## config.mk

```make
export PLATFORM = sky130hd
export DESIGN_NAME = hpd_cfg_regs
export DESIGN_NICKNAME = d
export VERILOG_FILES = /design/src/rtl/hpd_pkg.sv /design/src/rtl/hpd_cfg_regs.sv
export SDC_FILE = /design/constraint.sdc
export NUM_CORES = 1
export LEC_CHECK = 0
export ABC_AREA = 1
export BUFFER_PORTS_ARGS = -buffer_cell sky130_fd_sc_hd__buf_4
export CAP_MARGIN = 10
export CORE_MARGIN = 4
export CORE_UTILIZATION = 50
export DETAILED_ROUTE_END_ITERATION = 10
export HOLD_SLACK_MARGIN = 0.03
export PLACE_DENSITY = 0.85
export SLEW_MARGIN = 20
export SYNTH_ARGS = -nofsm -noshare
export SYNTH_HDL_FRONTEND = slang
export SYNTH_SLANG_ARGS = --single-unit
```

## constraint.sdc

```tcl
create_clock -name clk -period 1.55 [get_ports clk]
set_clock_uncertainty 0.05 [all_clocks]
set_input_delay 0 -clock clk [delete_from_list [all_inputs] [get_ports clk]]
set_output_delay 0 -clock clk [all_outputs]
set_load 0.02 [all_outputs]
```

## src/rtl/hpd_pkg.sv

```systemverilog
`timescale 1ns / 1ps
package hpd_pkg;

  localparam int HEADING_W = 20;
  localparam int ERR_W     = HEADING_W + 1;
  localparam int DIFF_W    = ERR_W + 1;
  localparam int GAIN_W    = 16;
  localparam int CF_W      = 11;
  localparam int SUM_W     = 32;
  localparam int DRIVE_W   = 8;

  localparam int TP_W  = GAIN_W + 1 + ERR_W;
  localparam int TI_W  = GAIN_W + 1 + SUM_W;
  localparam int TD_W  = GAIN_W + 1 + DIFF_W;
  localparam int TOT_W = TI_W + 2;
  localparam int PSHIFT = 12;
  localparam int PW_W  = TOT_W - PSHIFT;

  // power is limited to +-2^16 ahead of the drive stage; any larger value
  // is clamped to that limit before the drives are formed
  localparam int PWR_W   = 18;
  localparam int PWR_LIM = 65536;
  localparam int RPROD_W = PWR_W + CF_W;
  localparam int RSHIFT  = 8;
  localparam int RSH_W   = RPROD_W - RSHIFT;
  localparam int DRIVE_MAX = 127;

  localparam int CFG_DATA_W = 32;
  localparam int CFG_ADDR_W = 5;

  typedef enum logic [2:0] {
    REG_TARGET  = 3'd0,
    REG_GAIN_P  = 3'd1,
    REG_GAIN_I  = 3'd2,
    REG_GAIN_D  = 3'd3,
    REG_CURVE_F = 3'd4,
    REG_CURVE_M = 3'd5,
    REG_GO_FWD  = 3'd6
  } reg_idx_t;

  typedef struct packed {
    logic signed [HEADING_W-1:0] target_heading;
    logic [GAIN_W-1:0]           gain_p;
    logic [GAIN_W-1:0]           gain_i;
    logic [GAIN_W-1:0]           gain_d;
    logic signed [CF_W-1:0]      curve_factor;
    logic                        curve_mode;
    logic                        go_forward;
  } cfg_t;

  typedef struct packed {
    logic load;
    logic mul;
    logic pow;
    logic drv;
  } cmd_t;

endpackage

```

## src/rtl/hpd_cfg_regs.sv

```systemverilog
`timescale 1ns / 1ps
module hpd_cfg_regs import hpd_pkg::*; (
  input  logic                  clk,
  input  logic                  rst_n,
  input  logic                  cfg_psel,
  input  logic                  cfg_penable,
  input  logic                  cfg_pwrite,
  input  logic [CFG_ADDR_W-1:0] cfg_paddr,
  input  logic [CFG_DATA_W-1:0] cfg_pwdata,
  output logic [CFG_DATA_W-1:0] cfg_prdata,
  output logic                  cfg_pready,
  output cfg_t                  cfg
);

  cfg_t     cfg_r;
  cfg_t     cfg_nxt;
  logic     wr_en;
  reg_idx_t idx;

  assign cfg_pready = 1'b1;
  assign wr_en      = cfg_psel & cfg_penable & cfg_pwrite;
  assign idx        = reg_idx_t'(cfg_paddr[CFG_ADDR_W-1:2]);
  assign cfg        = cfg_r;

  always_comb begin
    cfg_nxt = cfg_r;
    if (wr_en) begin
      case (idx)
        REG_TARGET:  cfg_nxt.target_heading = cfg_pwdata[HEADING_W-1:0];
        REG_GAIN_P:  cfg_nxt.gain_p         = cfg_pwdata[GAIN_W-1:0];
        REG_GAIN_I:  cfg_nxt.gain_i         = cfg_pwdata[GAIN_W-1:0];
        REG_GAIN_D:  cfg_nxt.gain_d         = cfg_pwdata[GAIN_W-1:0];
        REG_CURVE_F: cfg_nxt.curve_factor   = cfg_pwdata[CF_W-1:0];
        REG_CURVE_M: cfg_nxt.curve_mode     = cfg_pwdata[0];
        REG_GO_FWD:  cfg_nxt.go_forward     = cfg_pwdata[0];
        default:     cfg_nxt = cfg_r;
      endcase
    end
  end

  always_comb begin
    case (idx)
      REG_TARGET:  cfg_prdata = CFG_DATA_W'(unsigned'(cfg_r.target_heading));
      REG_GAIN_P:  cfg_prdata = CFG_DATA_W'(cfg_r.gain_p);
      REG_GAIN_I:  cfg_prdata = CFG_DATA_W'(cfg_r.gain_i);
      REG_GAIN_D:  cfg_prdata = CFG_DATA_W'(cfg_r.gain_d);
      REG_CURVE_F: cfg_prdata = CFG_DATA_W'(unsigned'(cfg_r.curve_factor));
      REG_CURVE_M: cfg_prdata = CFG_DATA_W'(cfg_r.curve_mode);
      REG_GO_FWD:  cfg_prdata = CFG_DATA_W'(cfg_r.go_forward);
      default:     cfg_prdata = '0;
    endcase
  end

  always_ff @(posedge clk) begin
    if (!rst_n) begin
      cfg_r.target_heading <= '0;
      cfg_r.gain_p         <= GAIN_W'(269);
      cfg_r.gain_i         <= '0;
      cfg_r.gain_d         <= GAIN_W'(38);
      cfg_r.curve_factor   <= CF_W'(256);
      cfg_r.curve_mode     <= 1'b0;
      cfg_r.go_forward     <= 1'b1;
    end else begin
      cfg_r <= cfg_nxt;
    end
  end

endmodule

```

== After elaboration in Yosys (flattened, before gate mapping) ==
Index checks and enable logic that the tools add are counted.
Widths: inputs -> output; s select.
Storage, ports and cells
  word-level logic and storage cells: 24
  bits of input ports: 42
  bits in latches: 0
  ROM bits: 0
  register bits: 81
  memories kept: 0
  RAM bits: 0
Cells by class
  shift-type cells: 0
  div/mod/pow operators: 0
  multipliers: 0
  eq/ne operators: 6
  muxes and demuxes: 1
  add/sub/neg operators: 0
  bitwise operators: 2
  magnitude comparators: 0
  reduce and logical (&&, ||, !) cells: 8
Operator list (count)
  $pmux 20 s7: 1
  $reduce_and 2->1: 7
  $eq 3x3->1 const B: 3
  $eq 3x2->1 const B: 2
  $eq 3x1->1 const B: 1
  $logic_not 3->1: 1
  $and 1x1->1: 2

== Depth between registers and ports, before layout ==
  word-level depth: 3
  mapped depth: 9
  gate-level depth less buffers: 7

== Least setup slack after synthesis ==
No wires, ideal clock.
  path kind: input to register
  start: input cfg_paddr[3]
  end: register cfg_r (netlist bit cfg[71])
  required time: 1.387 ns
  cell stages on the path: 8
  path slack: 0.548 ns
  arrival time: 0.839 ns
  path buffers: 2
  path through: buf_2 inv_2 nand2_2 nor2_4 buf_2 nand3_1 nand2_1 nor2_1
On the way
  word-level cells in the longest chain between the ends: 2
RTL lines
  start, declared: RTL line hpd_cfg_regs.sv:8  | input logic [CFG_ADDR_W-1:0] cfg_paddr,
  $logic_not 3->1: RTL line hpd_cfg_regs.sv:28  | case (idx)
  $reduce_and 2->1 (no source line)
  end signal, assigned: RTL line hpd_cfg_regs.sv:64  | cfg_r <= cfg_nxt;
  end, declared: RTL line hpd_cfg_regs.sv:15  | cfg_t cfg_r;
No other way between the ends.
A chain may end at the register's enable or synchronous reset.

== Final worst setup path ==
  start: register cfg_r (netlist bit cfg[22])
  end: output cfg_prdata[9]
On the way
  word-level cells in the longest chain between the ends: 1
RTL lines
  $pmux 20 s7: RTL line hpd_cfg_regs.sv:42  | case (idx)
  end, declared: RTL line hpd_cfg_regs.sv:10  | output logic [CFG_DATA_W-1:0] cfg_prdata,
No other way between the ends.

==> impl_metrics.toml <==
[place]
post-dp-hpwl_microns = 9150
io_buffers = 128
routabilityCongestion = 0.893
dp_cells = 868

[clock_tree]
root_buffer = "clkbuf_8"
clock_latency_ns = 0.35
htree_levels = 3
post_cts_resized = 0
cts_buffer_depth = 2
tritoncts = "built"
cts_buffers = 9
clock_sinks = 81
path_clk_slew_ns = 0.08

[yosys]
avgSynthCellArea_sq_um = 6.24
synth_warnings = 0
ys_seq_elements = 81
postSynthCellCount = 663
synth_top_cell_area_share_pct = 39.2
synth_cell_types = 17
yosysSeqAreaShare_pct = 39.2
synth_top_area_cell = "dfxtp_1"
netlist_top_cells_area = "dfxtp_1 39%, nand2_1 17%, nor2_1 15%"
synth_area_sq_um = 4140

[global_route]
antenna_found_initial = 0
grt_pass1_wl_microns = 21500
top_usage_layer = "met2"
grt.overflow.total = 0
grt_pass1_vias = 4432
met2_usage_pct = 45.2
track_usage_pct = 26.9
gr-usage-met3_pct = 6.09
grt_max_degree = 39
groute.layer.met1.usage_pct = 34.0

[layout]
layout-drive-gt1-share_pct = 22.2
largest_reg_flops = 81
fin_cells = 905
final_core_util_pct = 70.5
syn_to_final_growth_pct = 34.4
fin_nets = 840
antennaDiodeCount = 0

[flow_run]
max_cap_violations = 0

[setup_path]
end_kind = "output port"
r2r_end = "cfg[56]"
setup.worst_path.start_class = "register"
ff2ff_path_depth = 2
critPathKind = "register to output port"
r2r_slack_ns = 0.82
crit_arrival_ns = 1.29
critical_path_required_ns = 1.50
crit_fanout = 3
rr_startpoint = "cfg[56]"

[drt]
drcViolationCount = 0
drt-wirelength-per-cell_microns = 14.6
firstDrtPassIters = 5
via_count = 4763
final_antenna_net_count = 0
routed_wl_microns = 13200
drt_iter0_drc = 362
avgViaCountPerCell = 5.26

[floorplan]
rows = 32
die_w_microns = 99.0
die-area_sq_um = 9800
start_util_pct = 52.5
pin_count = 156
core_area_sq_um = 7890
die_y_microns = 99.0

[sta]
whs_ns = 0.0443
totalNegativeSetupSlack_ns = 0
finalSetupViolCount = 0
finalMaxSlewViolations = 0
fmax_mhz = 747
rsz0062_at_grt = "no"
fin_crit_sh_pct = 86.4
hold_viol_final = 0
layout_min_cycle_time_ns = 1.34

[worst_hold_path]
whs_endpoint = "cfg[10]"
hold_class = "input pin to register"
hold_depth = 4
worstHoldStart = "cfg_paddr[4]"

[power_and_ir_drop]
finalPower_w = 0.00423
power_density_nw_per_um2 = 761
p_leak_nw = 2.77
ir_drop_v = 0.000442

[outcome]
status = "finished clean"
==> cells in the mapped netlist, drive strengths merged <==
cell    number
buf         43
clkbuf      12
conb         2
dfxtp       81
inv         41
nand2      192
nand3       94
nand4       21
nor2       175
o21ai        2
==> metrics by stage <==
| step | cell area [sq um] | worst slack (ns) |
|---|---|---|
| finish | 5560 | 0.210 |
| global route | 5560 | 0.131 |
| CTS | 5560 | 0.200 |
| detailed placement | 5160 | 0.136 |
| global placement | 5160 | 0.228 |
| floorplan | 4180 | 0.548 |
==> what timing repair did <==
item                                   CTS  global route
setup endpoints to repair                0             0
hold buffers                            21             0
buffers inserted                         0             0
endpoints found under the hold margin   78             0
==> worst max-delay path, cell delays in order, from the launching register on <==
cell and delay, ns:
dfxtp_1 0.34, nand4_1 0.10, nand2_1 0.07, nor2_1 0.18, nand2_1 0.08, buf_4 0.16
==> per-layer routing <==
metal / vias up / wire, microns / part of all wire, %
met2: 243 / 6480 / 49
met1: 2189 / 5220 / 40
li1: 2304 / - / -
met4: 0 / 248 / 1.9
met3: 27 / 1240 / 9.4
met5: - / 0 / 0
==> logic make-up after synthesis <==
logic type	synth area share, %
and+or+nand+nor	49.3
buffers and inverters	11.1
AOI/OAI and AO/OA	0.242
DFF	39.2
other	0.181
==> report_power, final <==
group / total [W] / switching, W / internal (W)
clock network: 0.00149 / 0.000783 / 0.000711
logic: 0.000611 / 0.000384 / 0.000228
registers: 0.00213 / 0.0000231 / 0.00211
==> placed cells by master (no fill, tap or decap) <==
cell type and count:
dlygate4sd3_1 21, nand3_4 1, nand2_2 1, conb_1 13
o21ai_0 2, inv_1 37, nor2_1 166, dfxtp_1 81
clkbuf_8 12, inv_2 4, buf_12 4, clkinv_2 2
clkinvlp_4 1, clkinv_4 1, nand3_1 93, nor2_4 6
nand4_1 21, nand2_1 191, nor2_2 3, buf_4 143
==> layout make-up <==
class / count / area [sq um]
clock buffer: 12 / 165
clock inverter: 4 / 26.3
fill: 642 / 2320
inverter: 41 / 154
multi-input combinational: 497 / 2110
sequential: 81 / 1620
tap: 102 / 128
timing repair buffer: 168 / 1360
==> worst max-delay path by stage <==
stage                    end  depth (start not counted)    startpoint  slack [ns]
5_1_grt        cfg_prdata[9]                          5       cfg[11]        0.13
2_1_floorplan        cfg[71]                          8  cfg_paddr[3]        0.55
3_5_place_dp         cfg[56]                          6  cfg_paddr[4]        0.14
4_1_cts        cfg_prdata[9]                          5       cfg[22]        0.20
6_report       cfg_prdata[9]                          5       cfg[22]        0.21
3_3_place_gp         cfg[50]                          6  cfg_paddr[4]        0.23
(Power assumes the default switching activity.)
