### src/rtl/hpd_pkg.sv
`timescale 1ns / 1ps
package hpd_pkg;

  localparam int HEADING_W = 20;
  localparam int ERR_W     = HEADING_W + 1;
  localparam int DIFF_W    = ERR_W + 1;
  localparam int GAIN_W    = 16;
  localparam int CF_W      = 11;
  localparam int SUM_W     = 32;
  localparam int DRIVE_W   = 8;

  localparam int TP_W  = GAIN_W + 1 + ERR_W;
  localparam int TI_W  = GAIN_W + 1 + SUM_W;
  localparam int TD_W  = GAIN_W + 1 + DIFF_W;
  localparam int TOT_W = TI_W + 2;
  localparam int PSHIFT = 12;
  localparam int PW_W  = TOT_W - PSHIFT;

  // power is limited to +-2^16 ahead of the drive stage; any larger value
  // is clamped to that limit before the drives are formed
  localparam int PWR_W   = 18;
  localparam int PWR_LIM = 65536;
  localparam int RPROD_W = PWR_W + CF_W;
  localparam int RSHIFT  = 8;
  localparam int RSH_W   = RPROD_W - RSHIFT;
  localparam int DRIVE_MAX = 127;

  localparam int CFG_DATA_W = 32;
  localparam int CFG_ADDR_W = 5;

  typedef enum logic [2:0] {
    REG_TARGET  = 3'd0,
    REG_GAIN_P  = 3'd1,
    REG_GAIN_I  = 3'd2,
    REG_GAIN_D  = 3'd3,
    REG_CURVE_F = 3'd4,
    REG_CURVE_M = 3'd5,
    REG_GO_FWD  = 3'd6
  } reg_idx_t;

  typedef struct packed {
    logic signed [HEADING_W-1:0] target_heading;
    logic [GAIN_W-1:0]           gain_p;
    logic [GAIN_W-1:0]           gain_i;
    logic [GAIN_W-1:0]           gain_d;
    logic signed [CF_W-1:0]      curve_factor;
    logic                        curve_mode;
    logic                        go_forward;
  } cfg_t;

  typedef struct packed {
    logic load;
    logic mul;
    logic pow;
    logic drv;
  } cmd_t;

endpackage

### src/rtl/hpd_datapath.sv
`timescale 1ns / 1ps
module hpd_datapath import hpd_pkg::*; (
  input  logic                        clk,
  input  logic                        rst_n,
  input  cfg_t                        cfg,
  input  cmd_t                        cmd,
  input  logic signed [HEADING_W-1:0] heading,
  input  logic                        restart,
  output logic signed [DRIVE_W-1:0]   left_drive,
  output logic signed [DRIVE_W-1:0]   right_drive,
  output logic                        clipped
);

  typedef struct packed {
    logic signed [DRIVE_W-1:0] val;
    logic                      clip;
  } sat_t;

  function automatic sat_t sat_drive(input logic signed [RSH_W-1:0] v);
    sat_t r;
    r.clip = 1'b1;
    if (v > RSH_W'(DRIVE_MAX)) begin
      r.val = DRIVE_W'(DRIVE_MAX);
    end else if (v < -RSH_W'(DRIVE_MAX)) begin
      r.val = -DRIVE_W'(DRIVE_MAX);
    end else begin
      r.val  = v[DRIVE_W-1:0];
      r.clip = 1'b0;
    end
    return r;
  endfunction

  logic signed [ERR_W-1:0]   last_error_r;
  logic signed [SUM_W-1:0]   sum_r;
  logic signed [ERR_W-1:0]   err_r;
  logic signed [DIFF_W-1:0]  diff_r;
  logic signed [TP_W-1:0]    tp_r;
  logic signed [TI_W-1:0]    ti_r;
  logic signed [TD_W-1:0]    td_r;
  logic signed [PWR_W-1:0]   power_r;
  logic signed [DRIVE_W-1:0] left_r;
  logic signed [DRIVE_W-1:0] right_r;
  logic                      clip_r;

  logic signed [ERR_W-1:0]   err_nxt;
  logic signed [ERR_W-1:0]   last_eff;
  logic signed [SUM_W-1:0]   sum_eff;
  logic signed [SUM_W:0]     sum_wide;
  logic signed [SUM_W-1:0]   sum_nxt;
  logic signed [TOT_W-1:0]   total;
  logic signed [PW_W:0]      pw_dir;
  logic signed [PWR_W-1:0]   power_nxt;
  logic signed [RPROD_W-1:0] rprod;
  sat_t                      left_s;
  sat_t                      right_s;

  // error and history update at the accept edge
  always_comb begin
    err_nxt  = ERR_W'(cfg.target_heading) - ERR_W'(heading);
    last_eff = restart ? '0 : last_error_r;
    sum_eff  = restart ? '0 : sum_r;
    sum_wide = (SUM_W+1)'(sum_eff) + (SUM_W+1)'(err_nxt);
    if (sum_wide[SUM_W] != sum_wide[SUM_W-1]) begin
      sum_nxt = {sum_wide[SUM_W], {(SUM_W-1){~sum_wide[SUM_W]}}};
    end else begin
      sum_nxt = sum_wide[SUM_W-1:0];
    end
  end

  // power: floor shift, direction, limit
  always_comb begin
    total  = TOT_W'(tp_r) + TOT_W'(ti_r) + TOT_W'(td_r);
    pw_dir = cfg.go_forward ? (PW_W+1)'($signed(total[TOT_W-1:PSHIFT]))
                            : -(PW_W+1)'($signed(total[TOT_W-1:PSHIFT]));
    if (pw_dir > (PW_W+1)'(PWR_LIM)) begin
      power_nxt = PWR_W'(PWR_LIM);
    end else if (pw_dir < -(PW_W+1)'(PWR_LIM)) begin
      power_nxt = -PWR_W'(PWR_LIM);
    end else begin
      power_nxt = pw_dir[PWR_W-1:0];
    end
  end

  // drive stage
  always_comb begin
    rprod   = RPROD_W'(power_r) * RPROD_W'(cfg.curve_factor);
    left_s  = sat_drive(RSH_W'(power_r));
    right_s = sat_drive(rprod[RPROD_W-1:RSHIFT]);
    if (!cfg.curve_mode) begin
      right_s.val  = -left_s.val;
      right_s.clip = 1'b0;
    end
  end

  always_ff @(posedge clk) begin
    if (!rst_n) begin
      last_error_r <= '0;
      sum_r        <= '0;
    end else if (cmd.load) begin
      last_error_r <= err_nxt;
      sum_r        <= sum_nxt;
    end
  end

  always_ff @(posedge clk) begin
    if (cmd.load) begin
      err_r  <= err_nxt;
      diff_r <= DIFF_W'(err_nxt) - DIFF_W'(last_eff);
    end
    if (cmd.mul) begin
      tp_r <= TP_W'($signed({1'b0, cfg.gain_p})) * TP_W'(err_r);
      ti_r <= TI_W'($signed({1'b0, cfg.gain_i})) * TI_W'(sum_r);
      td_r <= TD_W'($signed({1'b0, cfg.gain_d})) * TD_W'(diff_r);
    end
    if (cmd.pow) begin
      power_r <= power_nxt;
    end
    if (cmd.drv) begin
      left_r  <= left_s.val;
      right_r <= right_s.val;
      clip_r  <= left_s.clip | right_s.clip;
    end
  end

  assign left_drive  = left_r;
  assign right_drive = right_r;
  assign clipped     = clip_r;

endmodule

### config.mk
export PLATFORM = sky130hd
export DESIGN_NAME = hpd_datapath
export DESIGN_NICKNAME = d
export VERILOG_FILES = /design/src/rtl/hpd_pkg.sv /design/src/rtl/hpd_datapath.sv
export SDC_FILE = /design/constraint.sdc
export NUM_CORES = 2
export LEC_CHECK = 0
export BUFFER_PORTS_ARGS = -buffer_cell sky130_fd_sc_hd__buf_2
export CAP_MARGIN = 25
export CORE_MARGIN = 2
export CORE_UTILIZATION = 25
export CTS_CLUSTER_DIAMETER = 60
export DETAILED_ROUTE_END_ITERATION = 8
export PLACE_DENSITY = 0.47
export RECOVER_POWER = 100
export SLEW_MARGIN = 5
export SYNTH_ARGS = -nofsm -noshare
export SYNTH_HDL_FRONTEND = slang
export SYNTH_SLANG_ARGS = --single-unit
### constraint.sdc
create_clock -name clk -period 10.35 [get_ports clk]
set_clock_uncertainty 0.05 [all_clocks]
set_input_delay 3.105 -clock clk [delete_from_list [all_inputs] [get_ports clk]]
set_output_delay 3.105 -clock clk [all_outputs]
set_load 0.1 [all_outputs]
[Word level (Yosys, flattened, before mapping)]
Cells that the tools add are included.
Word-level totals
  bits in registers: 257
  output and inout bits: 17
  word-level logic and storage cells: 47
Cells by class
  add/sub/neg operators: 7
  multiply operators: 4
  order comparisons: 6
  equality and inequality tests: 1
  multiplexer cells: 14
  bitwise logic cells: 2
  reduce and logical (&&, ||, !) cells: 1
Operator list (number)
  32-bit two-way mux: 2
  50-bit by 39-bit adder with 51-bit output: 1
  38-bit by 49-bit adder with 50-bit output: 1
  17-bit by 32-bit multiplier with 49-bit output: 1
  40-bit by 18-bit > comparator with 1-bit output (second input constant): 1
  40-bit by 17-bit < comparator with 1-bit output (second input constant): 1
  40-bit two-way mux: 1
  39-bit negation with 40-bit output: 1
  17-bit by 22-bit multiplier with 39-bit output: 1
  17-bit by 21-bit multiplier with 38-bit output: 1
  32-bit by 21-bit adder with 33-bit output: 1
  8-bit two-way mux: 4
  18-bit by 11-bit multiplier with 29-bit output: 1
  21-bit by 21-bit subtractor with 22-bit output: 1
  21-bit by 8-bit > comparator with 1-bit output (second input constant): 1
  21-bit by 8-bit < comparator with 1-bit output (second input constant): 1
  21-bit two-way mux: 1
  20-bit by 20-bit subtractor with 21-bit output: 1
  18-bit by 8-bit > comparator with 1-bit output (second input constant): 1
  18-bit by 8-bit < comparator with 1-bit output (second input constant): 1
  18-bit two-way mux: 1
  9-bit two-way mux: 1
  8-bit negation: 1
  1-bit two-way mux: 4
  4 further kinds: 4

[Logic depth before layout (Yosys ltp)]
  depth in word-level cells: 6
  depth in mapped cells: 33
  depth with buffers taken out: 32

[Worst setup path after synthesis]
No wires, ideal clock.
  path kind: input to register
  start: in cfg[31] (netlist bit)
  end: reg ti_r[43] (data pin)
  arrival: 9.742 ns
  required time: 10.035 ns
  slack: 0.293 ns
  stages: 27
  path through: clkbuf_1 > nand2_1 > fa_1 > inv_1 > fa_1 > inv_1 > fa_1 > inv_1 > fa_1 > inv_1 > fa_1 > inv_1 > fa_1 > ha_1 > and2_1 > and3_1 > a2111oi_0 > o211ai_1 > and3_1 > a31o_2 > a211oi_1 > o21bai_1 > a221o_1 > and2_1 > o21ai_0 > o21ai_0 > xor2_1
On the way
  cells in the longest elaborated chain, start to end: 1
RTL lines
  start, declared: RTL line hpd_datapath.sv:5  | input cfg_t cfg,
  17-bit by 32-bit multiplier with 49-bit output: RTL line hpd_datapath.sv:112  | ti_r <= TI_W'($signed({1'b0, cfg.gain_i})) * TI_W'(sum_r);
  end signal, assigned: RTL line hpd_datapath.sv:112
  end, declared: RTL line hpd_datapath.sv:38  | logic signed [TI_W-1:0] ti_r;
No other way between the ends.
A chain may end at the register's enable or synchronous reset.

==> reports/metrics.csv <==
stage,metric,value,unit
clock_network,Clock Tree Root,clkbuf_16,
logic_synthesis,ys async rst share,0,%
logic_synthesis,mux cell area share after synthesis,0.349,%
floorplan,die area,271000,um^2
clock_network,CTS Buf Count,31,
global_route,vias in the first global route,51900,
timing,Fmax,101,MHz
worst_setup_path,crit path from,cfg[4],
clock_network,TritonCTS clock tree,done,
floorplan,Initial Utilization,25.1,%
logic_synthesis,number of flops mapped to enable cells by yosys,204,
timing,Final Hold Fails,0,
global_route,initial antenna violation count,26,
worst_hold_path,worst hold path type,flop to flop,
worst_setup_path,Critical Path End Type,flop,
clock_network,clock latency on the worst-skew pair,640,ps
worst_hold_path,Hold Path Cell Cnt,1,
worst_setup_path,reg2reg start,ti_r[23]$_DFFE_PP_,
floorplan,IO Count,125,
place,Final GP Congestion,0.854,
timing,minimum clock period,9880,ps
worst_setup_path,worst endpoint required time,10630,ps
logic_synthesis,Mapped Cells,7242,
logic_synthesis,fraction of the mapped netlist area in compound gates,7.06,%
worst_setup_path,max incr delay on CP,630,ps
floorplan,chip width,520,um
outcome,status,finished with violations,
final_layout,Area Overhead vs Synth,9.39,%
place,post-detail-place hpwl,156,mm
final_layout,ratio of cells with drive above 1 in the final layout,4.62,%
global_route,first-pass GRT wire length,295,mm
clock_network,Hold Buf Count CTS,0,
timing,Max Transition Viols Final,297,
timing,Setup-failing EPs final,0,
logic_synthesis,Synth warnings,0,
logic_synthesis,largest family of logic cells by synthesized area,adder cells,
final_layout,final core utilization,27.5,%
route,Vias/cell,4.41,
worst_hold_path,Hold Startpoint,last_error_r[0]$_SDFFE_PN0P_,
floorplan,Core Box Area,265000,um^2
worst_hold_path,Worst Hold End,last_error_r[0]$_SDFFE_PN0P_,
timing,final worst-path cycle share,95.4,%
logic_synthesis,post-synthesis cell type count,97,
floorplan,Rows,189,
logic_synthesis,simple-gate share of the synthesized area,15.4,%
clock_network,clk sinks,257,
flow_run,number of max-cap violations,6,
clock_network,"Reg clk slew, reported paths",70,ps
route,Total Wirelength,183,mm
logic_synthesis,dominant synthesized flop cell,edfxtp_1,
clock_network,CTS Buffer Depth,3,
logic_synthesis,Yosys reg bits,257,
final_layout,"most common cell after layout, fill and taps aside",inv_1,
global_route,largest net degree at the start of global routing,70,
worst_setup_path,CP max-delay cell,a41oi_1,
place,IO Port Bufs,124,
global_route,total track usage,13.7,%
global_route,total grt overflow,0,
worst_setup_path,Crit path top cell by count,fa_1,
worst_setup_path,"reg-to-reg slack, setup",2190,ps
logic_synthesis,post-synthesis xor/xnor area fraction,3.69,%
outcome,failing checks,"capacitance limit, slew limit",
clock_network,number of setup buffers added after CTS,0,
logic_synthesis,Post-Syn Area,66700,um^2
timing,RSZ-0062 raised after global routing,no,
worst_setup_path,critical path peak fanout,8,
route,Vias,48000,
logic_synthesis,syn nets,9244,
clock_network,CTS HTree Levels,1,
route,# DRC,0,
worst_setup_path,Reg2Reg Depth,17,
clock_network,post-cts gate resize count,0,
worst_setup_path,CP Class,input pin to flop,
final_layout,Nets,9308,
logic_synthesis,sequential share of the synthesized area,10.8,%
logic_synthesis,adder-cell share of the synthesized area,51.8,%
floorplan,die height,520,um
timing,worst slew pin tran,4000,ps
worst_setup_path,crit start category,input pin,
route,post-route ant nets,0,
route,DR pass1 iterations,5,
timing,Slew headroom,-167,%
route,Routed WL per cell,16.8,um
final_layout,"commonest cells after routing, fill and taps aside","1656 x inv_1, 1402 x fa_1, 954 x nand2_1",
worst_setup_path,Reg-to-Reg End,power_r[2]$_SDFFCE_PP0P_,
route,number of DRC markers in iteration 0,2502,
worst_setup_path,WP data arrival,10160,ps
logic_synthesis,Mean Syn Cell Area,9.21,um^2
[critical path: cells and delay by family]
family,cells,cell delay (ps)
AOI/OAI and AO/OA,11,3200
adders and majority gates,6,2860
buffers and inverters,4,400
and+or+nand+nor,4,590
[through the flow]
stage               setup TNS [ps]  std cells  worst slack (ps)  instance area, um^2  hold WS [ps]
finish                           0      10900               475                72900           429
global placement             -1400      10800              -188                72100           409
CTS                              0      10900               490                73100           431
global route                     0      10900              38.3                72900           457
detailed placement           -1190      10800              -153                72100           414
floorplan                        0       7242               293                66700           397
[state kept, by name, summed over array words and instances, names as in the netlist]
register      flops
last_error_r     21
td_r             39
clipped           1
err_r            21
sum_r            32
power_r          18
tp_r             38
right_drive       8
left_drive        8
ti_r             49
diff_r           22
[how the worst max path moves through the flow]
stage | to | cells after the start
3_3_place_gp | right_drive[4]$_DFFE_PP_ | 25
5_1_grt | sum_r[29]$_SDFFE_PN0P_ | 34
4_1_cts | right_drive[2]$_DFFE_PP_ | 25
3_5_place_dp | right_drive[6]$_DFFE_PP_ | 26
6_report | right_drive[2]$_DFFE_PP_ | 25
2_1_floorplan | ti_r[43]$_DFFE_PP_ | 27
[layer usage]
layer,wire [um],global-route usage [%],vias to the layer above
met5,17,0,-
met4,2970,1.79,2
met3,7150,1.31,158
met2,88800,23.8,947
met1,83600,18.8,24700
li1,-,-,22100
[synth_stat cells, types with 13 or more instances]
cell	number	area share (%)
a211oi_1	20	0.23
a21o_1	82	0.92
a21oi_1	235	1.8
a31oi_1	35	0.33
a41oi_1	13	0.17
and2_1	561	5.3
and3_1	27	0.25
clkbuf_1	275	1.5
dfxtp_1	53	1.6
edfxtp_1	204	9.2
fa_1	1402	42
ha_1	492	9.2
inv_1	1656	9.3
maj3_1	31	0.47
mux2i_1	21	0.32
nand2_1	954	5.4
nand2b_1	57	0.53
nand3_1	64	0.48
nand4_1	28	0.26
nor2_1	170	0.96
nor2b_1	84	0.79
nor3_1	63	0.47
nor4_1	13	0.12
o211ai_1	13	0.15
o21a_1	32	0.36
o21ai_0	135	1.0
o21bai_1	28	0.32
o31ai_1	17	0.19
xnor2_1	182	2.4
xor2_1	95	1.2
[cell type report]
cell class | instances | area (um^2)
Clock buffer | 34 | 787
Sequential cell | 257 | 7190
Antenna cell | 3 | 7.51
Timing Repair Buffer | 319 | 1960
Multi-Input combinational cell | 5041 | 52100
Inverter | 1656 | 6220
Fill cell | 28600 | 192000
Tap cell | 3533 | 4420
Clock inverter | 24 | 223
[cells by family after synthesis]
kind of cell             Yosys count
buffers and inverters           1944
XOR/XNOR                         279
AND/OR/NAND/NOR                 2089
flip-flops                       257
adder cells (fa/ha/maj)         1925
multiplexers                      23
AO/OA/AOI/OAI                    725
Power is left out: the tool's default activity adds up to more than one toggle a clock period on the data nets, which glitch-free logic cannot reach.
