--- src/rtl/hpd_pkg.sv ---
`timescale 1ns / 1ps
package hpd_pkg;

  localparam int HEADING_W = 20;
  localparam int ERR_W     = HEADING_W + 1;
  localparam int DIFF_W    = ERR_W + 1;
  localparam int GAIN_W    = 16;
  localparam int CF_W      = 11;
  localparam int SUM_W     = 32;
  localparam int DRIVE_W   = 8;

  localparam int TP_W  = GAIN_W + 1 + ERR_W;
  localparam int TI_W  = GAIN_W + 1 + SUM_W;
  localparam int TD_W  = GAIN_W + 1 + DIFF_W;
  localparam int TOT_W = TI_W + 2;
  localparam int PSHIFT = 12;
  localparam int PW_W  = TOT_W - PSHIFT;

  // power is limited to +-2^16 ahead of the drive stage; any larger value
  // is clamped to that limit before the drives are formed
  localparam int PWR_W   = 18;
  localparam int PWR_LIM = 65536;
  localparam int RPROD_W = PWR_W + CF_W;
  localparam int RSHIFT  = 8;
  localparam int RSH_W   = RPROD_W - RSHIFT;
  localparam int DRIVE_MAX = 127;

  localparam int CFG_DATA_W = 32;
  localparam int CFG_ADDR_W = 5;

  typedef enum logic [2:0] {
    REG_TARGET  = 3'd0,
    REG_GAIN_P  = 3'd1,
    REG_GAIN_I  = 3'd2,
    REG_GAIN_D  = 3'd3,
    REG_CURVE_F = 3'd4,
    REG_CURVE_M = 3'd5,
    REG_GO_FWD  = 3'd6
  } reg_idx_t;

  typedef struct packed {
    logic signed [HEADING_W-1:0] target_heading;
    logic [GAIN_W-1:0]           gain_p;
    logic [GAIN_W-1:0]           gain_i;
    logic [GAIN_W-1:0]           gain_d;
    logic signed [CF_W-1:0]      curve_factor;
    logic                        curve_mode;
    logic                        go_forward;
  } cfg_t;

  typedef struct packed {
    logic load;
    logic mul;
    logic pow;
    logic drv;
  } cmd_t;

endpackage

--- src/rtl/hpd_ctrl.sv ---
`timescale 1ns / 1ps
module hpd_ctrl import hpd_pkg::*; (
  input  logic clk,
  input  logic rst_n,
  input  logic in_valid,
  output logic in_ready,
  output logic out_valid,
  input  logic out_ready,
  output cmd_t cmd
);

  typedef enum logic [3:0] {
    ST_IDLE = 4'b0001,
    ST_MUL  = 4'b0010,
    ST_POW  = 4'b0100,
    ST_DRV  = 4'b1000
  } state_t;

  state_t state_r, state_nxt;
  logic   out_valid_r, out_valid_nxt;

  assign in_ready  = (state_r == ST_IDLE);
  assign out_valid = out_valid_r;

  always_comb begin
    state_nxt = state_r;
    cmd       = '0;
    case (state_r)
      ST_IDLE: begin
        if (in_valid) begin
          cmd.load  = 1'b1;
          state_nxt = ST_MUL;
        end
      end
      ST_MUL: begin
        cmd.mul   = 1'b1;
        state_nxt = ST_POW;
      end
      ST_POW: begin
        cmd.pow   = 1'b1;
        state_nxt = ST_DRV;
      end
      ST_DRV: begin
        if (!out_valid_r || out_ready) begin
          cmd.drv   = 1'b1;
          state_nxt = ST_IDLE;
        end
      end
      default: state_nxt = ST_IDLE;
    endcase
  end

  always_comb begin
    out_valid_nxt = out_valid_r;
    if (cmd.drv) begin
      out_valid_nxt = 1'b1;
    end else if (out_ready) begin
      out_valid_nxt = 1'b0;
    end
  end

  always_ff @(posedge clk) begin
    if (!rst_n) begin
      state_r     <= ST_IDLE;
      out_valid_r <= 1'b0;
    end else begin
      state_r     <= state_nxt;
      out_valid_r <= out_valid_nxt;
    end
  end

endmodule

--- config.mk ---
export PLATFORM = sky130hd
export DESIGN_NAME = hpd_ctrl
export DESIGN_NICKNAME = d
export VERILOG_FILES = /design/src/rtl/hpd_pkg.sv /design/src/rtl/hpd_ctrl.sv
export SDC_FILE = /design/constraint.sdc
export NUM_CORES = 1
export LEC_CHECK = 0
export BUFFER_PORTS_ARGS = -buffer_cell sky130_fd_sc_hd__clkbuf_2
export CORE_AREA = 5 5 42 44
export CTS_CLUSTER_SIZE = 8
export DETAILED_ROUTE_END_ITERATION = 10
export DIE_AREA = 0 0 47 49
export PLACE_DENSITY = 0.51
export SLEW_MARGIN = 5
export SYNTH_ARGS = -nofsm -noshare
export SYNTH_HDL_FRONTEND = slang
export SYNTH_SLANG_ARGS = --single-unit
--- constraint.sdc ---
create_clock -name clk -period 1 [get_ports clk]
set_clock_uncertainty 0.05 [all_clocks]
set_input_delay 0.05 -clock clk [delete_from_list [all_inputs] [get_ports clk]]
set_output_delay 0.05 -clock clk [all_outputs]
set_load 0.02 [all_outputs]
---- Word level (Yosys, flattened, before mapping) ----
Cells that the tools add are included.
operators by class
  equality and inequality tests ........... 6
  muxes and demuxes ....................... 11
  reductions and logical operators ........ 4
operators with widths
  cell                count
  $pmux 4 s4          1
  $mux 1              8
  $mux 4              2
  $eq 4x1->1 const B  1
  $eq 4x2->1 const B  1
  $eq 4x3->1 const B  1
  $eq 4x4->1 const B  1
  $ne 2x2->1 const B  2
  $reduce_and 2->1    1
  $reduce_bool 2->1   1
  $logic_not 1->1     1
  $logic_or 1x1->1    1
word-level totals
  bits in registers ....................... 5
  input bits .............................. 4
  output and inout bits ................... 6
  word-level logic and storage cells ...... 23

---- Longest topological paths before layout ----
Gate-level depths: netlist of the first run.
  depth in word-level cells ............... 5
  mapped depth ............................ 3
  mapped depth without buffers ............ 3

---- Worst setup path after synthesis of the first run ----
Ideal clock, no wire load.
  path type ............................... register to register
  start ................................... register state_r[1]
  end ..................................... register state_r[2]
  library setup time ...................... 0.063 ns
  arrival ................................. 1.389 ns
  required time ........................... 0.887 ns
  path slack .............................. -0.501 ns
  cell stages (with the launch flop) ...... 3
  path buffers ............................ 0
  period minus slack after synthesis ...... 1.501 ns
  path through ............................ dfxtp_1 > nor4b_1 > and2_1
between the ends
  cells in the longest elaborated chain, start to end .. 3
  elaborated cells on any way between the ends .. 8
  classes of those cells .................. 6 x eq/ne; 1 x mux; 1 x reduce/logical
ends and longest elaborated chain
  what                                      RTL line        text
  from (decl)                               hpd_ctrl.sv:19  state_t state_r, state_nxt;
  from (signal assigned)                    hpd_ctrl.sv:67  state_r <= state_nxt;
  $eq 4x4->1 or $eq 4x1->1 (tied branches)  hpd_ctrl.sv:28  case (state_r)
  $ne 2x2->1 (no line)                      --
  $reduce_and 2->1 (no line)                --
Several ways; a longest one is shown, not always the timed one.
A chain may end at the register's enable or synchronous reset.

==> results of run 1 <==
## state kept, by name, indices dropped and copies added (netlist names)
| name | cells |
|---|---|
| out_valid | 1 |
| state_r | 4 |
## kinds of logic (layout without fill, tap and decap cells)
| kind of cell | count (synthesis) | count (layout) | synth area share [%] |
|---|---|---|---|
| and+or+nand+nor | 14 | 14 | 38.7 |
| AOI/OAI and AO/OA | 4 | 4 | 14.6 |
| DFF | 5 | 5 | 37.7 |
| buffers and inverters | 2 | 24 | 5.66 |
| xor gates and xnor gates | 1 | 1 | 3.30 |
## power by group through the flow
stage	clock [µW]	sequential (µW)	combinational, µW
after floorplan	0	236	93.2
after global placement	0	232	169
after detailed placement	0	231	169
after CTS	255	230	217
after global routing	269	235	258
final	243	233	243
## cell usage after synthesis (all sizes together)
cell / count
and2: 3
nor4b: 3
o211a: 1
nand2b: 1
and3: 1
dfxtp: 5
nor2b: 3
o211ai: 1
nor2: 2
o21a: 1
and4bb: 1
xor2: 1
buf: 2
a22o: 1
## routing by layer
layer | track usage, % | routed length, µm
met5 | 0 | 0
met4 | 4.15 | 4
met3 | 5.90 | 45
met2 | 10.4 | 353
met1 | 9.07 | 308
## timing repair
| action | in CTS | in global routing |
|---|---|---|
| setup endpoints to repair | 9 | 9 |
| hold buffers | 1 | 0 |
| gates resized for setup | 16 | 12 |
| setup buffers | 1 | 1 |
| hold endpoints to repair | 1 | 0 |
| pin swaps | 4 | 4 |
## through the flow
step                std cells  hold slack (ns)  setup WS [ns]
global placement           57            0.235         -0.147
finish                     64           0.0308         -0.316
floorplan                  26           0.0645         -0.158
global route               64           0.0521         -0.359
detailed placement         57            0.234         -0.184
CTS                        63           0.0197         -0.331
## worst min path at each step
| stage | end | cells after the start |
|---|---|---|
| 2_1_floorplan | state_r[0] | 1 |
| 3_3_place_gp | state_r[0] | 2 |
| 3_5_place_dp | state_r[0] | 2 |
| 4_1_cts | state_r[1] | 2 |
| 5_1_grt | state_r[1] | 2 |
| 6_report | state_r[1] | 2 |
## area by class of cell
type                       count  area [µm²]  share of cell area [%]
tap                           16        20.0                    3.66
clock buffer                   4        26.3                    4.81
multi-input combinational     19         211                    38.7
timing repair buffer          20         176                    32.3
sequential                     5         113                    20.6
==> results.py, run 1 <==
metrics = {
    "outcome": {
        "outcome": "finished with violations",
        "failed_checks": "negative setup slack",
    },
    "global_route": {
        "number_of_global_route_vias_before_repair": 280,
        "grt.total_usage_pct": 7.90,
        "maximum_number_of_pins_on_one_net_before_global_route_repair": 6,
        "global_route.overflow_total": 0,
        "grt_pass1_wl_um": 1240,
        "antenna_found_initial": 0,
    },
    "die": {
        "design.portCount": 10,
        "die_w_um": 47,
        "placementRows": 14,
        "die_area_um2": 2300,
        "die_height_um": 49,
        "initial_core_util_pct": 18.9,
        "coreArea_um2": 1400,
    },
    "drt": {
        "vias_after_detailed_routing": 273,
        "routed_wirelength_um": 710,
        "first_pass_drt_iterations": 2,
        "vias_per_cell": 4.27,
        "routed_wire_length_per_instance_um": 11.1,
        "drt_iter0_markers": 8,
        "detail_route.drc_violations": 0,
        "ant_nets": 0,
    },
    "logic_synthesis": {
        "seq_area_frac_synth_pct": 37.7,
        "yosysTopAreaCellShare_pct": 37.7,
        "synth.lib_cells_used.distinct": 15,
        "synth_top_area_cell": "sky130_fd_sc_hd__dfxtp_1",
        "ys_top_cells_by_area": "sky130_fd_sc_hd__dfxtp_1 38%, sky130_fd_sc_hd__and2_1 7.1%, sky130_fd_sc_hd__nor2b_1 7.1%",
        "postSynthAreaPerCell_um2": 10.2,
        "ys_ff_latch": 5,
        "synthesis.area_um2": 265,
        "ys.warnings.count": 0,
        "post_synth_net_total": 30,
        "synthesis.instances": 26,
    },
    "critical_path": {
        "worst_path_max_delay_cell": "sky130_fd_sc_hd__dfxtp_4",
        "cp_cell_sequence": "nor4b_4, and2_4, buf_8",
        "crit_arrival_ns": 1.22,
        "cp_top_family": "simple AND/OR/NAND/NOR gates",
        "critical_path.endpoint_type": "output port",
        "critPathKind": "register to output port",
        "timing.critical_path.from_type": "register",
        "required_time_of_the_critical_path_ns": 0.90,
        "worstRegToRegCells": 4,
        "cp_slowest_stage_delay_ns": 0.37,
        "r2r_end": "state_r[1]",
        "worst-path-max-fanout": 5,
        "critical_path_cell_count": 3,
        "crit_path_start": "state_r[3]",
        "cp-endpoint": "cmd[3]",
        "rrSetupSlack_ns": -0.18,
        "critical_path_buf_inv_count": 1,
        "r2r_path_start": "state_r[3]",
    },
    "timing": {
        "slew_margin_rel_pct": 84.3,
        "fmax_mhz": 760,
        "finalCriticalPeriod_ns": 1.32,
        "finalHoldViolations": 0,
        "setup-tns-final_ns": -1.73,
        "setup_repair_after_global_routing_missed_its_margin": "true",
        "timing.final.crit_share_pct": 132,
        "final-setup-viol-count": 8,
        "final-max-slew-violation-count": 0,
        "worstMarginPinSlew_ns": 0.234,
        "fin_ws_ns": -0.316,
    },
    "finish": {
        "insertedDiodeCount": 0,
        "final_net_count": 53,
        "drive_above_1_share_pct": 72.9,
        "finalCoreUtilization_pct": 39.0,
        "post-route-cell-area_um2": 547,
        "synthToLayoutAreaGrowth_pct": 106,
        "layout.cells.most_common": "sky130_fd_sc_hd__buf_4",
        "most-common-layout-cells": "8 x sky130_fd_sc_hd__buf_4, 5 x sky130_fd_sc_hd__buf_6, 4 x sky130_fd_sc_hd__clkbuf_2",
        "final.fill_count": 154,
    },
    "min_path": {
        "hold_class": "primary input to register",
        "worst_hold_startpoint": "in_valid",
    },
    "placed_design": {
        "io_buffers": 9,
        "detailed_place_hpwl_um": 496,
        "gp_congestion": 0.724,
        "detailed_place.area_um2": 405,
    },
    "power": {
        "comb_power_share_pct": 33.8,
        "cellInternalPower_uw": 512,
        "switchingPower_uw": 207,
        "sw_frac_of_total_pct": 28.8,
        "sequentialPowerShare_pct": 32.4,
        "power.density_cell_area_nw_per_um2": 1310,
        "total_power_uw": 719,
        "pwr-share-clk_pct": 33.7,
        "total_leakage_power_uw": 0.000265,
        "irDropWorstVdd_v": 0.000457,
    },
    "clocking": {
        "cts_buffer_depth": 2,
        "tritoncts": "yes",
        "clkTransAtPathRegs_ns": 0.05,
        "cts_inserted_buffers": 3,
        "ctsHtreeMaxLevel": 1,
        "clock_sink_count": 5,
        "clock_latency_ns": 0.25,
        "cts-root-buf": "sky130_fd_sc_hd__clkbuf_4",
    },
    "job": {
        "max_cap_violations": 0,
    },
}
Power figures use the tool's default switching activity.
==> inputs of run 2 (changes only) <==
--- a/config.mk
+++ b/config.mk
@@ -5,11 +5,12 @@
 export SDC_FILE = /design/constraint.sdc
 export NUM_CORES = 1
 export LEC_CHECK = 0
+export ABC_CLOCK_PERIOD_IN_PS = 1000
 export BUFFER_PORTS_ARGS = -buffer_cell sky130_fd_sc_hd__clkbuf_2
-export CORE_AREA = 5 5 42 44
+export CORE_AREA = 2 2 39 41
 export CTS_CLUSTER_SIZE = 8
 export DETAILED_ROUTE_END_ITERATION = 10
-export DIE_AREA = 0 0 47 49
+export DIE_AREA = 0 0 41 43
 export PLACE_DENSITY = 0.51
 export SLEW_MARGIN = 5
 export SYNTH_ARGS = -nofsm -noshare
==> run 2 against run 1 <==
Effect of this change:
- the flow still finishes with violations (negative setup slack)
- sequential cell count unchanged
- sequential power about the same
- wire length decreased by 6.1%
- hold slack improved by 0.018 ns
- design area decreased by 5.5%
- clock power decreased by 7%
- non-clock buffer count decreased by 2
- first-iteration DRC count decreased by 88%
==> results.py, run 2 (synthesized netlist as in run 1, its figures left out) <==
metrics = {
    "clocking": {
        "clock_sink_count": 5,
        "ctsHtreeMaxLevel": 1,
        "cts_buffer_depth": 2,
        "cts-root-buf": "sky130_fd_sc_hd__clkbuf_4",
        "clkTransAtPathRegs_ns": 0.04,
        "clock_latency_ns": 0.24,
        "cts_inserted_buffers": 3,
        "tritoncts": "yes",
    },
    "critical_path": {
        "worst_path_max_delay_cell": "sky130_fd_sc_hd__dfxtp_2",
        "timing.critical_path.from_type": "register",
        "cp_cell_sequence": "buf_6, nor4b_4, buf_4",
        "critPathKind": "register to output port",
        "rrSetupSlack_ns": -0.17,
        "worstRegToRegCells": 4,
        "worst-path-max-fanout": 3,
        "critical_path.endpoint_type": "output port",
        "required_time_of_the_critical_path_ns": 0.90,
        "cp_slowest_stage_delay_ns": 0.34,
        "r2r_end": "state_r[1]",
        "crit_arrival_ns": 1.18,
        "r2r_path_start": "state_r[3]",
    },
    "timing": {
        "final-setup-viol-count": 8,
        "setup_repair_after_global_routing_missed_its_margin": "true",
        "fmax_mhz": 780,
        "worstMarginPinSlew_ns": 0.230,
        "worst_hold_slack_ns": 0.0485,
        "timing.final.crit_share_pct": 128,
        "slew_margin_rel_pct": 84.6,
        "fin_ws_ns": -0.282,
        "final-max-slew-violation-count": 0,
        "finalHoldViolations": 0,
        "setup-tns-final_ns": -1.69,
        "finalCriticalPeriod_ns": 1.28,
    },
    "die": {
        "placementRows": 14,
        "die_w_um": 41,
        "coreArea_um2": 1380,
        "die_area_um2": 1760,
        "initial_core_util_pct": 19.2,
        "die_height_um": 43,
        "design.portCount": 10,
    },
    "global_route": {
        "grt_use_met1_pct": 12.6,
        "met3_usage_pct": 3.14,
        "number_of_global_route_vias_before_repair": 269,
        "grt_pass1_wl_um": 1190,
        "antenna_found_initial": 0,
        "grt.busiest_layer": "met2",
        "maximum_number_of_pins_on_one_net_before_global_route_repair": 7,
        "grt.total_usage_pct": 10.6,
        "global_route.overflow_total": 0,
        "grt_use_met2_pct": 14.1,
    },
    "placed_design": {
        "io_buffers": 9,
        "gp_congestion": 0.688,
        "cell_total_after_placement": 55,
        "detailed_place.area_um2": 390,
    },
    "min_path": {
        "min_path_cells": 2,
        "whs_endpoint": "state_r[1]",
        "hold_class": "primary input to register",
        "worst_hold_startpoint": "in_valid",
    },
    "finish": {
        "registers.top_by_ff_count": "state_r",
        "synthToLayoutAreaGrowth_pct": 94.8,
        "post-route-cell-area_um2": 517,
        "layout.cells.most_common": "sky130_fd_sc_hd__buf_4",
        "final_net_count": 51,
        "insertedDiodeCount": 0,
        "stdcell_count": 62,
        "final.fill_count": 143,
        "max_ffs_per_register": 4,
        "drive_above_1_share_pct": 71.7,
        "most-common-layout-cells": "7 x sky130_fd_sc_hd__buf_4, 4 x sky130_fd_sc_hd__clkbuf_4, 4 x sky130_fd_sc_hd__clkbuf_2",
    },
    "power": {
        "power.density_cell_area_nw_per_um2": 1360,
        "total_leakage_power_uw": 0.000252,
        "total_power_uw": 703,
        "comb_power_share_pct": 35.0,
        "irDropWorstVdd_v": 0.000585,
        "cellInternalPower_uw": 513,
        "switchingPower_uw": 190,
        "sw_frac_of_total_pct": 27.1,
        "pwr-share-clk_pct": 32.1,
        "sequentialPowerShare_pct": 32.8,
    },
    "outcome": {
        "outcome": "finished with violations",
        "failed_checks": "negative setup slack",
    },
    "drt": {
        "vias_after_detailed_routing": 259,
        "first_pass_drt_iterations": 2,
        "ant_nets": 0,
        "vias_per_cell": 4.18,
        "drt_iter0_markers": 1,
        "routed_wire_length_per_instance_um": 10.8,
        "routed_wirelength_um": 667,
        "detail_route.drc_violations": 0,
    },
    "job": {
        "max_cap_violations": 0,
    },
}
## run 2: layout make-up
| class | instances | area [µm²] | area share (%) |
|---|---|---|---|
| well taps | 16 | 20.0 | 3.87 |
| clock buffers | 4 | 26.3 | 5.08 |
| repair buffers | 18 | 154 | 29.8 |
| flip-flops and latches | 5 | 110 | 21.3 |
| multi-input cells | 19 | 206 | 40.0 |
## run 2: how the worst max path moves through the flow
| stage | slack (ns) | end | startpoint | depth (start not counted) |
|---|---|---|---|---|
| after global placement | -0.16 | cmd[0] | state_r[2] | 3 |
| final | -0.28 | cmd[2] | state_r[0] | 3 |
| after floorplan | -0.16 | cmd[3] | state_r[1] | 2 |
| after CTS | -0.32 | cmd[2] | state_r[0] | 3 |
| after global routing | -0.35 | cmd[2] | state_r[0] | 3 |
| after detailed placement | -0.18 | cmd[0] | state_r[2] | 3 |
## run 2: per-stage QoR
stage               util (%)  worst slack [ns]
detailed placement      28.2            -0.176
global route            37.3            -0.347
global placement        28.2            -0.161
floorplan                  -            -0.158
CTS                     35.4            -0.319
finish                  37.3            -0.282
## run 2: timing repair
action                                  4_1_cts  5_1_grt
buffers inserted                              2        0
pin swaps                                     5        2
hold buffers                                  1        0
gates resized for setup                      14        9
endpoints found under the hold margin         1        0
endpoints found under the setup margin        8        9
## run 2: worst max-delay path, delay by kind of cell (launching register included)
kind	cells	cell delay, ns
flip-flops	1	0.34
buffers and inverters	2	0.32
AND/OR/NAND/NOR	1	0.29
## run 2: power by group through the flow
stage	Sequential, µW	Combinational (µW)	Clock, µW
floorplan	236	93.2	0
global placement	230	159	0
detailed placement	230	159	0
CTS	230	219	239
global route	232	264	254
finish	231	247	226
## run 2: per-layer routing
| layer | vias to the layer above | wire (µm) |
|---|---|---|
| li1 | 135 | - |
| met1 | 120 | 273 |
| met5 | - | 0 |
| met4 | 0 | 0 |
| met3 | 0 | 16 |
| met2 | 4 | 378 |
==> inputs of run 3 (changes only) <==
--- a/config.mk
+++ b/config.mk
@@ -12,6 +12,7 @@
 export DETAILED_ROUTE_END_ITERATION = 10
 export DIE_AREA = 0 0 41 43
 export PLACE_DENSITY = 0.51
+export SKIP_LAST_GASP = 1
 export SLEW_MARGIN = 5
 export SYNTH_ARGS = -nofsm -noshare
 export SYNTH_HDL_FRONTEND = slang
==> run 3 against run 2 <==
Effect of this change:
- the flow still finishes with violations (negative setup slack)
- largest cell class unchanged
- first-iteration DRC count unchanged
- register-to-register slack about the same
- sequential cell count unchanged
- combinational power about the same
- clock power about the same
- non-clock buffer count unchanged
- hold slack improved by 0.0025 ns
==> results.py, run 3 (synthesized netlist as in run 1, its figures left out) <==
metrics = {
    "outcome": {
        "outcome": "finished with violations",
        "failed_checks": "negative setup slack",
    },
    "timing": {
        "finalHoldViolations": 0,
        "fmax_mhz": 778,
        "slew_margin_rel_pct": 83.9,
        "final-setup-viol-count": 8,
        "finalCriticalPeriod_ns": 1.29,
        "final-max-slew-violation-count": 0,
        "setup_repair_after_global_routing_missed_its_margin": "true",
        "fin_ws_ns": -0.286,
        "worstMarginPinSlew_ns": 0.241,
        "timing.final.crit_share_pct": 129,
    },
    "global_route": {
        "number_of_global_route_vias_before_repair": 269,
        "grt.total_usage_pct": 10.6,
        "maximum_number_of_pins_on_one_net_before_global_route_repair": 7,
        "grt_pass1_wl_um": 1190,
        "antenna_found_initial": 0,
        "global_route.overflow_total": 0,
    },
    "min_path": {
        "worst_hold_startpoint": "in_valid",
        "whs_endpoint": "state_r[1]",
        "min_path_cells": 2,
        "hold_class": "primary input to register",
    },
    "drt": {
        "vias_per_cell": 4.15,
        "drt_iter0_markers": 1,
        "ant_nets": 0,
        "first_pass_drt_iterations": 3,
        "routed_wire_length_per_instance_um": 10.8,
        "vias_after_detailed_routing": 257,
        "routed_wirelength_um": 672,
        "detail_route.drc_violations": 0,
    },
    "critical_path": {
        "cp_slowest_stage_delay_ns": 0.36,
        "worst_path_max_delay_cell": "sky130_fd_sc_hd__dfxtp_4",
        "critPathKind": "register to output port",
        "critical_path.endpoint_type": "output port",
        "required_time_of_the_critical_path_ns": 0.90,
        "crit_path_start": "state_r[2]",
        "crit_arrival_ns": 1.19,
        "r2r_path_start": "state_r[3]",
        "worstRegToRegCells": 4,
        "r2r_end": "state_r[1]",
        "worst-path-max-fanout": 6,
        "rrSetupSlack_ns": -0.18,
        "cp_cell_sequence": "nor4b_4, nor2b_1, clkbuf_4",
        "timing.critical_path.from_type": "register",
    },
    "power": {
        "total_leakage_power_uw": 0.000251,
        "switchingPower_uw": 191,
        "sequentialPowerShare_pct": 32.8,
        "total_power_uw": 704,
        "irDropWorstVdd_v": 0.000586,
        "cellInternalPower_uw": 513,
        "pwr-share-clk_pct": 32.1,
        "power.density_cell_area_nw_per_um2": 1360,
        "comb_power_share_pct": 35.1,
        "sw_frac_of_total_pct": 27.2,
    },
    "die": {
        "placementRows": 14,
        "die_height_um": 43,
        "coreArea_um2": 1380,
        "die_area_um2": 1760,
        "design.portCount": 10,
        "initial_core_util_pct": 19.2,
        "die_w_um": 41,
    },
    "finish": {
        "layout.cells.most_common": "sky130_fd_sc_hd__buf_4",
        "insertedDiodeCount": 0,
        "max_ffs_per_register": 4,
        "finalCoreUtilization_pct": 37.3,
        "most-common-layout-cells": "6 x sky130_fd_sc_hd__buf_4, 5 x sky130_fd_sc_hd__clkbuf_4, 4 x sky130_fd_sc_hd__clkbuf_2",
        "final_net_count": 51,
        "registers.top_by_ff_count": "state_r",
        "post-route-cell-area_um2": 517,
        "synthToLayoutAreaGrowth_pct": 94.8,
        "drive_above_1_share_pct": 71.7,
    },
    "clocking": {
        "cts-root-buf": "sky130_fd_sc_hd__clkbuf_4",
        "tritoncts": "yes",
        "clkTransAtPathRegs_ns": 0.04,
        "clock_sink_count": 5,
        "cts_inserted_buffers": 3,
        "ctsHtreeMaxLevel": 1,
        "cts_buffer_depth": 2,
        "clock_latency_ns": 0.24,
    },
    "placed_design": {
        "gp_congestion": 0.688,
        "detailed_place.area_um2": 390,
        "io_buffers": 9,
    },
    "job": {
        "max_cap_violations": 0,
    },
}
run 3: cell types whose count changed in the layout (fill, tap and decap cells not counted), sizes merged:
cell	change
buf	-1
clkbuf	+1
run 3: critical path: cells and delay by family (launching register included):
kind	cells	cell delay [ns]
DFF	1	0.36
and+or+nand+nor	2	0.42
buffers and inverters	1	0.17
run 3: what timing repair did:
action                     in CTS  in global routing
pin swaps                       5                  1
hold endpoints to repair        1                  0
hold buffers                    1                  0
setup buffers                   2                  0
setup endpoints to repair       8                  9
resized for setup              14                  8
run 3: routing by layer:
| metal | GRT usage, % | vias up | share of wire [%] |
|---|---|---|---|
| met5 | 0 | - | 0 |
| met4 | 10.0 | 0 | 0 |
| met3 | 3.14 | 0 | 2.4 |
| met2 | 14.1 | 4 | 56 |
| met1 | 12.6 | 119 | 41 |
| li1 | - | 134 | - |
run 3: cell type report:
class | count | area (µm²)
timing repair buffer | 18 | 154
tap | 16 | 20.0
sequential | 5 | 110
fill | 143 | 867
clock buffer | 4 | 26.3
multi-input combinational | 19 | 206
run 3: power groups by stage:
stage | clock, µW | combinational, µW | sequential [µW]
floorplan | 0 | 93.2 | 236
global placement | 0 | 159 | 230
detailed placement | 0 | 159 | 230
CTS | 239 | 219 | 230
global route | 254 | 263 | 232
finish | 226 | 247 | 231
run 3: worst max-delay path by stage:
stage | slack (ns) | endpoint
5_1_grt | -0.36 | cmd[0]
4_1_cts | -0.32 | cmd[2]
6_report | -0.29 | cmd[0]
3_5_place_dp | -0.18 | cmd[0]
3_3_place_gp | -0.16 | cmd[0]
2_1_floorplan | -0.16 | cmd[3]
run 3: through the flow:
stage	TNS, ns	instances	hold WS (ns)	worst slack [ns]
2_1_floorplan	-0.646	26	0.0645	-0.158
3_3_place_gp	-0.668	55	0.252	-0.161
3_5_place_dp	-0.767	55	0.244	-0.176
4_1_cts	-1.81	62	0.0326	-0.319
5_1_grt	-2.29	62	0.0571	-0.363
6_report	-1.76	62	0.0510	-0.286
